`src/hw/rtl/tcapq_pkg.sv`:
```
// Package for the two-class arrival priority queue.
// Holds the queue depth, the action and status codes and the payload types.
// It depends on nothing else.
`default_nettype none

package tcapq_pkg;

   localparam int QUEUE_DEPTH = 16;
   localparam int CNT_W = $clog2(QUEUE_DEPTH + 1);
   localparam int IDX_W = $clog2(QUEUE_DEPTH);

   localparam logic [1:0] ACT_INSERT = 2'd0;
   localparam logic [1:0] ACT_POP    = 2'd1;
   localparam logic [1:0] ACT_QUERY  = 2'd2;

   localparam logic [1:0] ST_OK    = 2'd0;
   localparam logic [1:0] ST_FULL  = 2'd1;
   localparam logic [1:0] ST_EMPTY = 2'd2;

   typedef struct packed {
      logic        registered;
      logic [15:0] minute;
      logic [15:0] tag;
   } entry_type;

   typedef struct packed {
      logic [1:0]  action;
      logic        new_registered;
      logic [15:0] new_minute;
      logic [15:0] new_tag;
   } req_type;

   typedef struct packed {
      logic        head_valid;
      logic        head_registered;
      logic [15:0] head_minute;
      logic [15:0] head_tag;
      logic [4:0]  entry_count;
      logic [1:0]  status;
   } rsp_type;

   typedef struct packed {
      logic      insert;
      logic      pop;
      entry_type fresh;
   } cell_ctrl_type;

endpackage

`default_nettype wire

```
`src/hw/rtl/tcapq_cell.sv`:
```
// One cell of the sorted queue chain: it holds one entry and compares it with a new one.
// It takes the new entry or its left neighbor's entry on an insert and its right one's on a pop.
// Depends on tcapq_pkg.
`default_nettype none

module tcapq_cell
   import tcapq_pkg::*;
(
   input  logic          clock,
   input  cell_ctrl_type ctrl,
   input  logic          occupied,
   input  logic          left_go,
   input  entry_type     left_entry,
   input  entry_type     right_entry,
   output logic          go,
   output entry_type     held_entry,
   output entry_type     next_entry
);

   entry_type entry_ff;
   entry_type entry_in;
   logic      beats;

   always_comb begin
      if (ctrl.fresh.registered != entry_ff.registered) begin
         beats = ctrl.fresh.registered;
      end else begin
         beats = ctrl.fresh.minute < entry_ff.minute;
      end
   end

   assign go = !occupied || beats;

   always_comb begin
      entry_in = entry_ff;
      if (ctrl.insert) begin
         if (go) begin
            entry_in = left_go ? left_entry : ctrl.fresh;
         end
      end else if (ctrl.pop) begin
         entry_in = right_entry;
      end
   end

   always_ff @(posedge clock) begin
      entry_ff <= entry_in;
   end

   assign held_entry = entry_ff;
   assign next_entry = entry_in;

endmodule

`default_nettype wire

```
`src/hw/rtl/two_class_arrival_priority_queue.sv`:
```
// The queue keeps up to sixteen entries sorted by class, then by arrival minute, with
// equal keys in arrival order, and answers every request with the head, the count and
// a status. A row of cells compares and shifts all entries at once, so one request is
// accepted in every cycle while the response register is free, and the response appears
// in the cycle after acceptance.
// Depends on tcapq_pkg and tcapq_cell.
`default_nettype none

module two_class_arrival_priority_queue
   import tcapq_pkg::*;
(
   input  logic    clock,
   input  logic    reset,
   input  logic    req_valid,
   output logic    req_stall,
   input  req_type req_data,
   output logic    rsp_valid,
   input  logic    rsp_stall,
   output rsp_type rsp_data
);

   logic [CNT_W-1:0] count_ff;
   logic [CNT_W-1:0] count_in;
   logic             rsp_valid_ff;
   logic             rsp_valid_in;
   rsp_type          rsp_data_ff;
   rsp_type          rsp_data_in;
   logic             req_accept;
   logic             is_full;
   logic             is_empty;
   logic [1:0]       status;
   cell_ctrl_type    ctrl;

   logic      go    [QUEUE_DEPTH];
   logic      occ   [QUEUE_DEPTH];
   entry_type held  [QUEUE_DEPTH];
   entry_type nxt   [QUEUE_DEPTH];

   assign req_stall  = rsp_valid_ff && rsp_stall;
   assign req_accept = req_valid && !req_stall;
   assign is_full    = count_ff == CNT_W'(QUEUE_DEPTH);
   assign is_empty   = count_ff == '0;

   always_comb begin
      ctrl.insert           = 1'b0;
      ctrl.pop              = 1'b0;
      ctrl.fresh.registered = req_data.new_registered;
      ctrl.fresh.minute     = req_data.new_minute;
      ctrl.fresh.tag        = req_data.new_tag;
      status                = ST_OK;
      count_in              = count_ff;
      case (req_data.action)
         ACT_INSERT: begin
            if (is_full) begin
               status = ST_FULL;
            end else begin
               ctrl.insert = req_accept;
               count_in    = count_ff + 1'b1;
            end
         end
         ACT_POP: begin
            if (is_empty) begin
               status = ST_EMPTY;
            end else begin
               ctrl.pop = req_accept;
               count_in = count_ff - 1'b1;
            end
         end
         default: begin
            status = ST_OK;
         end
      endcase
   end

   for (genvar i = 0; i < QUEUE_DEPTH; i++) begin : g_cell
      assign occ[i] = CNT_W'(i) < count_ff;
      if (i == 0) begin : g_first
         tcapq_cell u_cell (
            .clock       (clock),
            .ctrl        (ctrl),
            .occupied    (occ[i]),
            .left_go     (1'b0),
            .left_entry  (ctrl.fresh),
            .right_entry (held[i+1]),
            .go          (go[i]),
            .held_entry  (held[i]),
            .next_entry  (nxt[i])
         );
      end else if (i == QUEUE_DEPTH - 1) begin : g_last
         tcapq_cell u_cell (
            .clock       (clock),
            .ctrl        (ctrl),
            .occupied    (occ[i]),
            .left_go     (go[i-1]),
            .left_entry  (held[i-1]),
            .right_entry (held[i]),
            .go          (go[i]),
            .held_entry  (held[i]),
            .next_entry  (nxt[i])
         );
      end else begin : g_mid
         tcapq_cell u_cell (
            .clock       (clock),
            .ctrl        (ctrl),
            .occupied    (occ[i]),
            .left_go     (go[i-1]),
            .left_entry  (held[i-1]),
            .right_entry (held[i+1]),
            .go          (go[i]),
            .held_entry  (held[i]),
            .next_entry  (nxt[i])
         );
      end
   end

   always_comb begin
      rsp_data_in.head_valid  = count_in != '0;
      rsp_data_in.entry_count = 5'(count_in);
      rsp_data_in.status      = status;
      if (count_in != '0) begin
         rsp_data_in.head_registered = nxt[0].registered;
         rsp_data_in.head_minute     = nxt[0].minute;
         rsp_data_in.head_tag        = nxt[0].tag;
      end else begin
         rsp_data_in.head_registered = 1'b0;
         rsp_data_in.head_minute     = '0;
         rsp_data_in.head_tag        = '0;
      end
   end

   always_comb begin
      if (req_accept) begin
         rsp_valid_in = 1'b1;
      end else if (!rsp_stall) begin
         rsp_valid_in = 1'b0;
      end else begin
         rsp_valid_in = rsp_valid_ff;
      end
   end

   always_ff @(posedge clock) begin
      if (reset) begin
         count_ff     <= '0;
         rsp_valid_ff <= 1'b0;
      end else begin
         rsp_valid_ff <= rsp_valid_in;
         if (req_accept) begin
            count_ff <= count_in;
         end
      end
   end

   always_ff @(posedge clock) begin
      if (req_accept) begin
         rsp_data_ff <= rsp_data_in;
      end
   end

   assign rsp_valid = rsp_valid_ff;
   assign rsp_data  = rsp_data_ff;

`ifndef NO_ASSERTIONS
   a_count_bound: assert property (@(posedge clock) disable iff (reset)
      count_ff <= CNT_W'(QUEUE_DEPTH))
      else $error("Entry count exceeds the queue depth.");

   a_full_status: assert property (@(posedge clock) disable iff (reset)
      rsp_valid_ff && rsp_data_ff.status == ST_FULL |->
         rsp_data_ff.entry_count == 5'(QUEUE_DEPTH))
      else $error("A full rejection was reported with a queue that is not full.");

   a_head_valid: assert property (@(posedge clock) disable iff (reset)
      rsp_valid_ff |-> rsp_data_ff.head_valid == (rsp_data_ff.entry_count != 5'd0))
      else $error("Head valid disagrees with the entry count.");

   a_insert_count: assert property (@(posedge clock) disable iff (reset)
      req_accept && req_data.action == ACT_INSERT && !is_full |=>
         count_ff == $past(count_ff) + 1'b1)
      else $error("An accepted insert did not raise the entry count.");

   a_rsp_follows: assert property (@(posedge clock) disable iff (reset)
      req_accept |=> rsp_valid_ff && rsp_data_ff.entry_count == 5'(count_ff))
      else $error("The response does not match the stored count.");
`endif

endmodule

`default_nettype wire

```
`config.mk`:
```
export PLATFORM = sky130hd
export DESIGN_NAME = two_class_arrival_priority_queue
export DESIGN_NICKNAME = d
export VERILOG_FILES = /design/src/hw/rtl/tcapq_pkg.sv /design/src/hw/rtl/tcapq_cell.sv /design/src/hw/rtl/two_class_arrival_priority_queue.sv
export SDC_FILE = /design/constraint.sdc
export NUM_CORES = 2
export LEC_CHECK = 0
export BUFFER_PORTS_ARGS = -buffer_cell sky130_fd_sc_hd__buf_4
export CAP_MARGIN = 25
export CORE_ASPECT_RATIO = 0.75
export CORE_MARGIN = 5
export CORE_UTILIZATION = 58
export CTS_BUF_LIST = sky130_fd_sc_hd__clkbuf_16
export DETAILED_ROUTE_END_ITERATION = 12
export GPL_TIMING_DRIVEN = 1
export PLACE_DENSITY = 0.82
export SLEW_MARGIN = 25
export SYNTH_ARGS = -nofsm -noshare
export SYNTH_HDL_FRONTEND = slang
export SYNTH_SLANG_ARGS = --single-unit
```
`constraint.sdc`:
```
create_clock -name clock -period 4.7 [get_ports clock]
set_clock_uncertainty 0.05 [all_clocks]
set_input_delay 0.235 -clock clock [delete_from_list [all_inputs] [get_ports clock]]
set_output_delay 0.235 -clock clock [all_outputs]
set_load 0.03 [all_outputs]
```
# Yosys cells after proc, flatten, opt, wreduce, memory -nomap -nowiden
# Index checks and enable logic that the tools add are counted.
dict set report op_classes {
  add_sub_neg 2
  magnitude_cmp 32
  eq_ne 33
  mux 88
  n_reduce_logical 54
}
# operator count
set op_table {}
lappend op_table {{$mux 33} 60}
lappend op_table {{$lt 16x16->1} 16}
lappend op_table {{$lt 4x5->1 const A} 8}
lappend op_table {{$ne 2x1->1 const B} 15}
lappend op_table {{$reduce_and 2->1} 15}
lappend op_table {{$mux 1} 23}
lappend op_table {{$lt 3x5->1 const A} 4}
lappend op_table {{$logic_not 1->1} 17}
lappend op_table {{$logic_or 1x1->1} 16}
lappend op_table {{$ne 1x1->1} 16}
lappend op_table {{$lt 1x5->1 const A} 2}
lappend op_table {{$lt 2x5->1 const A} 2}
lappend op_table {{$mux 5} 2}
lappend op_table {{$pmux 5 s2} 1}
lappend op_table {{$add 5x1->5 const B} 1}
lappend op_table {{$eq 5x5->1 const B} 1}
lappend op_table {{$logic_not 5->1} 1}
lappend op_table {{$reduce_bool 5->1} 1}
lappend op_table {{$sub 5x1->5 const B} 1}
lappend op_table {{$pmux 2 s2} 1}
lappend op_table {{$eq 2x1->1 const B} 1}
lappend op_table {{$logic_and 1x1->1} 2}
lappend op_table {{$logic_not 2->1} 1}
lappend op_table {{$mux 2} 1}
lappend op_table {{$reduce_bool 2->1} 1}
dict set report totals {
  regBits 575
  inputBits 39
  out_inout_bits 43
  word_cells 265
}

# Longest topological paths before layout
dict set report logic_depth {
  ltp_word 7
  depth_mapped 12
  mapped_depth_nobuf 8
}

# Hierarchy
# A second synthesis with hierarchy kept.
dict set report unflattened {
  cells_unflattened 4169
  area_unflattened_um2 39789.4
}
# mod instances cells_each area_per_inst_um2 seq_area_each_um2
set modules_own_cells {}
lappend modules_own_cells {{tcapq_cell at g_cell[0].g_first.u_cell ...} 11 251 2391.0 660.6}
lappend modules_own_cells {{tcapq_cell at g_cell[5].g_mid.u_cell ...} 5 243 2228.4 660.6}
lappend modules_own_cells {two_class_arrival_priority_queue 1 193 2346.0 1351.3}

# Worst setup path after synthesis
# Ideal clock, no wire load.
dict set report synth_path {
  path_type {reg2reg}
  start {register g_cell[3].g_mid.u_cell.entry_ff, in the netlist g_cell[3].g_mid.u_cell.held_entry[23]}
  end {register g_cell[3].g_mid.u_cell.entry_ff, in the netlist g_cell[3].g_mid.u_cell.held_entry[0] (enable)}
  setup_time_ps 469
  arrival_ps 4431
  setup_slack_ps -250
  stages_incl_launch_ff 10
  path_buffers 1
  synth_period_minus_slack_ps 4950
  path_cell_list {edfxtp_1 > inv_1 > ha_1 > and2_0 > a221oi_1 > o21ai_0 > a221oi_2 > nor3_1 > clkbuf_1 > o21ai_0}
}
dict set report synth_between {
  elab_chain_len 5
}
# item line_no
set synth_lines {}
lappend synth_lines {{start: declaration} tcapq_cell.sv:20} ;# entry_type entry_ff;
lappend synth_lines {{start signal: assignment} tcapq_cell.sv:46} ;# entry_ff <= entry_in;
lappend synth_lines {{$lt 16x16->1} tcapq_cell.sv:28} ;# beats = ctrl.fresh.minute < entry_ff.minute;
lappend synth_lines {{$mux 1} tcapq_cell.sv:25} ;# if (ctrl.fresh.registered != entry_ff.registered) begin
lappend synth_lines {{$logic_or 1x1->1} tcapq_cell.sv:32} ;# assign go = !occupied || beats;
lappend synth_lines {{$ne 2x1->1 (no line)} --}
lappend synth_lines {{$reduce_and 2->1 (no line)} --}
# Every way passes these cells.
# A chain may end at the register's enable or synchronous reset.

# Worst setup path in the final report
dict set report layout_path {
  start {register count_ff[1]}
  end {register rsp_data_ff, in the netlist rsp_data[16] (data pin)}
}
dict set report layout_between {
  elab_chain_len 5
  elab_cells_between_ends 18
}
# item line_no
set layout_lines {}
lappend layout_lines {{start: declaration} two_class_arrival_priority_queue.sv:22} ;# logic [CNT_W-1:0] count_ff;
lappend layout_lines {{start signal: assignment} two_class_arrival_priority_queue.sv:148} ;# count_ff <= count_in;
lappend layout_lines {{parallel branches: the longest is 5 deep, another holds $sub 5x1->5} --}
lappend layout_lines {{end signal: assignment} two_class_arrival_priority_queue.sv:155} ;# rsp_data_ff <= rsp_data_in;
lappend layout_lines {{end: declaration} two_class_arrival_priority_queue.sv:26} ;# rsp_type rsp_data_ff;
# Several ways; the timed one is not identified.

==> run metrics <==
Worst Hold End=rsp_valid$_SDFFE_PP0P_; worst slew slack as a fraction of its limit=35.7%; clock tree from TritonCTS=yes; Post-Syn Area per Cell=between 9 and 10 um2; final antenna-violating net count=0; post-synthesis async set-or-reset flop share=0%; number of violations reported at the end of detailed-routing iteration 0=between 4000 and 5000; detail-routed net length per standard cell=between 20 and 30 um; buffers plus inverters on the worst setup path=2; fin. max-slew vios=0; detailed-routing iteration count for the pre-antenna-repair pass=7; class of the most critical setup path=reg -> reg; Critical Path RT=5020 ps; Via-to-Cell Ratio=7.21; Top delay family on crit path=simple AND/OR/NAND/NOR gates; number of buffers on the longest clock path=3; post-synthesis share of cell area spent on xor and xnor gates=less than 1%; number of flip-flops and latches in the synthesized netlist=roughly 580; post-detailed-routing wire length=roughly 110 mm; pwr/cell area=between 300 and 400 mW/mm2; endpoints failing setup=0; number of top-level pins=between 80 and 90; count of maximum capacitance violations=0; Final #Nets=approximately 3900; standard-cell rows=79; number of standard cells after synthesis=3683; Worst Path Arrival=between 4000 and 5000 ps; cell with the most instances on the worst path=nor2_1; post-cts repair resize count=0; hpwl dp=about 75 mm; Die X-Extent=around 300 um; vias in the first global route=30281; maximum VDD drop=0.000332 V; static leakage=15.3 nW; core footprint=between 0.06 and 0.07 mm2; antenna violations before repair=0; number of antenna diodes=0; placed insts=between 4000 and 5000; setup slack on the worst flop-to-flop path=roughly 820 ps; Synth Cell Area=0.0362 mm2; layout cell share with drive strength beyond 1=slightly below 10%; reg-to-reg endpoint=rsp_data[16]$_SDFFCE_PN0P_; slew at the pin closest to its max-slew limit=965 ps; Layout area overhead=9.20%; FF-to-FF path depth=8; maximum number of pins on one net before global-route repair=178; setup repair after global routing missed its margin=no; share of the synthesized area in the top cell type=between 40% and 50%; startpoint class of the critical path=flip-flop; Die Footprint=just under 0.07 mm2; starting density of the core=58.5%; Max Freq=258 MHz; utilization of the core after routing=roughly 64%; multiplexer share of the synthesized area=approximately 3.0%; clock input transition at the sequential cells of the worst setup and hold paths=60 ps; clock net sink count=575; Synth area leader=edfxtp_1; number of distinct library cell variants in the gate-level netlist after synthesis=67; Yosys Warn Count=0; count of unresolved DRC violations after routing=0; Slowest Stage Delay on Critical Path=630 ps; simple-gate share of the synthesized area=roughly an eighth; synthesized-area fraction occupied by ao, oa, aoi and oai cells=between 20 and 25%; Final min period=roughly 3900 ps; first-pass GRT wire length=around 170 mm; Post-CTS Repair Setup Buffers=0; Critical Path Fanout Max=60; final period utilization=between 80% and 90%; port buffer count=81; combinational family with the most area after synthesis=compound AO/OA/AOI/OAI gates; library cell contributing the largest single delay on the critical path=buf_4; number of H-tree branching levels=2; number of cells on the worst hold path=4; routability congestion estimate=just over 0.9; most area-consuming cells after synthesis=edfxtp_1 44%, ha_1 8.4%, o21ai_0 3.4%, a221o_1 3.3%, nand2_1 2.9%; clock root buffer=clkbuf_16; number of cells in the finished layout apart from fillers=between 4000 and 5000; area share of fa/ha/maj cells after synthesis=8.44%; worst flop-to-flop path startpoint=count_ff[1]$_SDFFE_PP0P_; most instantiated library cell after synthesis=edfxtp_1; CP Capture Type=flip-flop; vias=between 30000 and 40000; most used flip-flop cell after synthesis=edfxtp_1; worst hold path startpoint=rsp_stall; hold-fix buffers at CTS=20; outcome=completed; critical path cell sequence=inv_1 > ha_1 > and4bb_2 > nor2_1 > and2_4 > buf_4 > nor2_1 > nor4_1; fraction of the yosys area taken by sequential cells=46.6%; Chip Height=~230 um; syn_nets=3966; most numerous cell types in the synthesized netlist=536 x edfxtp_1, 284 x nand2_1, 272 x inv_1; number of synthesized flops with an enable pin=536; total clock buffers created by CTS=57; gr ovfl total=0; Final Hold Viols=0; type of the tightest min-delay check=in -> reg; Worst-Skew Late Latency=between 600 and 700 ps; Global Route Usage Sum=between 30% and 40%
## metrics by stage
stage | hold WS, ps | power [mW] | instance area, um2 | setup slack [ps] | setup TNS, ps
after CTS | 13.8 | 14.3 | 39400 | 906 | 0
after floorplan | 257 | 8.69 | 36200 | -235 | -23240
after global routing | 104 | 14.9 | 39500 | 593 | 0
final | 29.2 | 14.4 | 39500 | 817 | 0
after detailed placement | 417 | 9.92 | 37500 | 968 | 0
after global placement | 404 | 9.82 | 37500 | 1040 | 0
## final cells by class
type	instances	area [um2]
Fill cell	4893	22400
Multi-Input combinational cell	2474	17100
Sequential cell	575	16900
Timing Repair Buffer	214	1780
Clock buffer	58	1450
Inverter	273	1020
Tap cell	810	1010
Clock inverter	46	263
## worst reg2reg max path: cells and delay by family (launching register included)
kind	cells	cell delay, ps
flops	1	530
fa+ha+maj	1	230
simple gates	5	1960
buf+inv	2	850
## layer usage
layer	part of all wire (%)	vias up	GRT usage, %
li1	-	14030	-
met1	39	15226	45.4
met2	44	2454	47.8
met3	13	364	6.28
met4	4.5	0	12.8
met5	0	-	0
## power by group
group          switching, mW  leakage (nW)  internal, mW
clock                   2.08         0.905          2.33
combinational           2.35          9.08          1.11
sequential             0.330          5.28          6.19
## worst max-delay path by stage
stage                                                           endpoint  cells past startpoint  slack, ps                     start
after CTS                                     rsp_data[16]$_SDFFCE_PN0P_                      8        910  count_ff[1]$_SDFFE_PP0P_
after floorplan           g_cell[5].g_mid.u_cell.held_entry[0]$_DFFE_PP_                     10       -230  count_ff[1]$_SDFFE_PP0P_
after global routing                          rsp_data[16]$_SDFFCE_PN0P_                      8        590  count_ff[1]$_SDFFE_PP0P_
final                                         rsp_data[16]$_SDFFCE_PN0P_                      8        820  count_ff[1]$_SDFFE_PP0P_
after detailed placement                      rsp_data[16]$_SDFFCE_PN0P_                      8        970  count_ff[1]$_SDFFE_PP0P_
after global placement                        rsp_data[16]$_SDFFCE_PN0P_                      9       1040  count_ff[1]$_SDFFE_PP0P_
## layout by cell type (no fill, tap or decap), drive strengths merged, types with 21 or more instances in the layout
master    n
o221ai   45
nand4   103
a31oi   143
nor2    206
inv     293
o31a     33
a21oi   211
clkbuf   58
clkinv   23
nand3   112
o211ai   85
o21ai   256
nor4     67
mux2i    54
ha      244
a221o   121
nor3     51
edfxtp  536
a22oi    45
o311ai   50
and3     36
buf     194
dfxtp    39
a21o     28
a211oi  107
mux2     48
nand2   284
a221oi   21
## cells by family (layout without fill, tap and decap cells)
logic type | Yosys count | count (layout)
fa+ha+maj | 244 | 244
compound gates | 1215 | 1215
xor+xnor | 3 | 3
mux | 102 | 102
simple gates | 910 | 910
buf+inv | 634 | 591
flops | 575 | 575
## state kept, by name (all words and copies together), names as in the netlist
name / flops
count_ff: 5
g_cell.g_first.u_cell.held_entry: 33
g_cell.g_last.u_cell.held_entry: 33
g_cell.g_mid.u_cell.held_entry: 462
rsp_data: 41
rsp_valid: 1
Note: power is estimated with default switching activity, not from simulation.
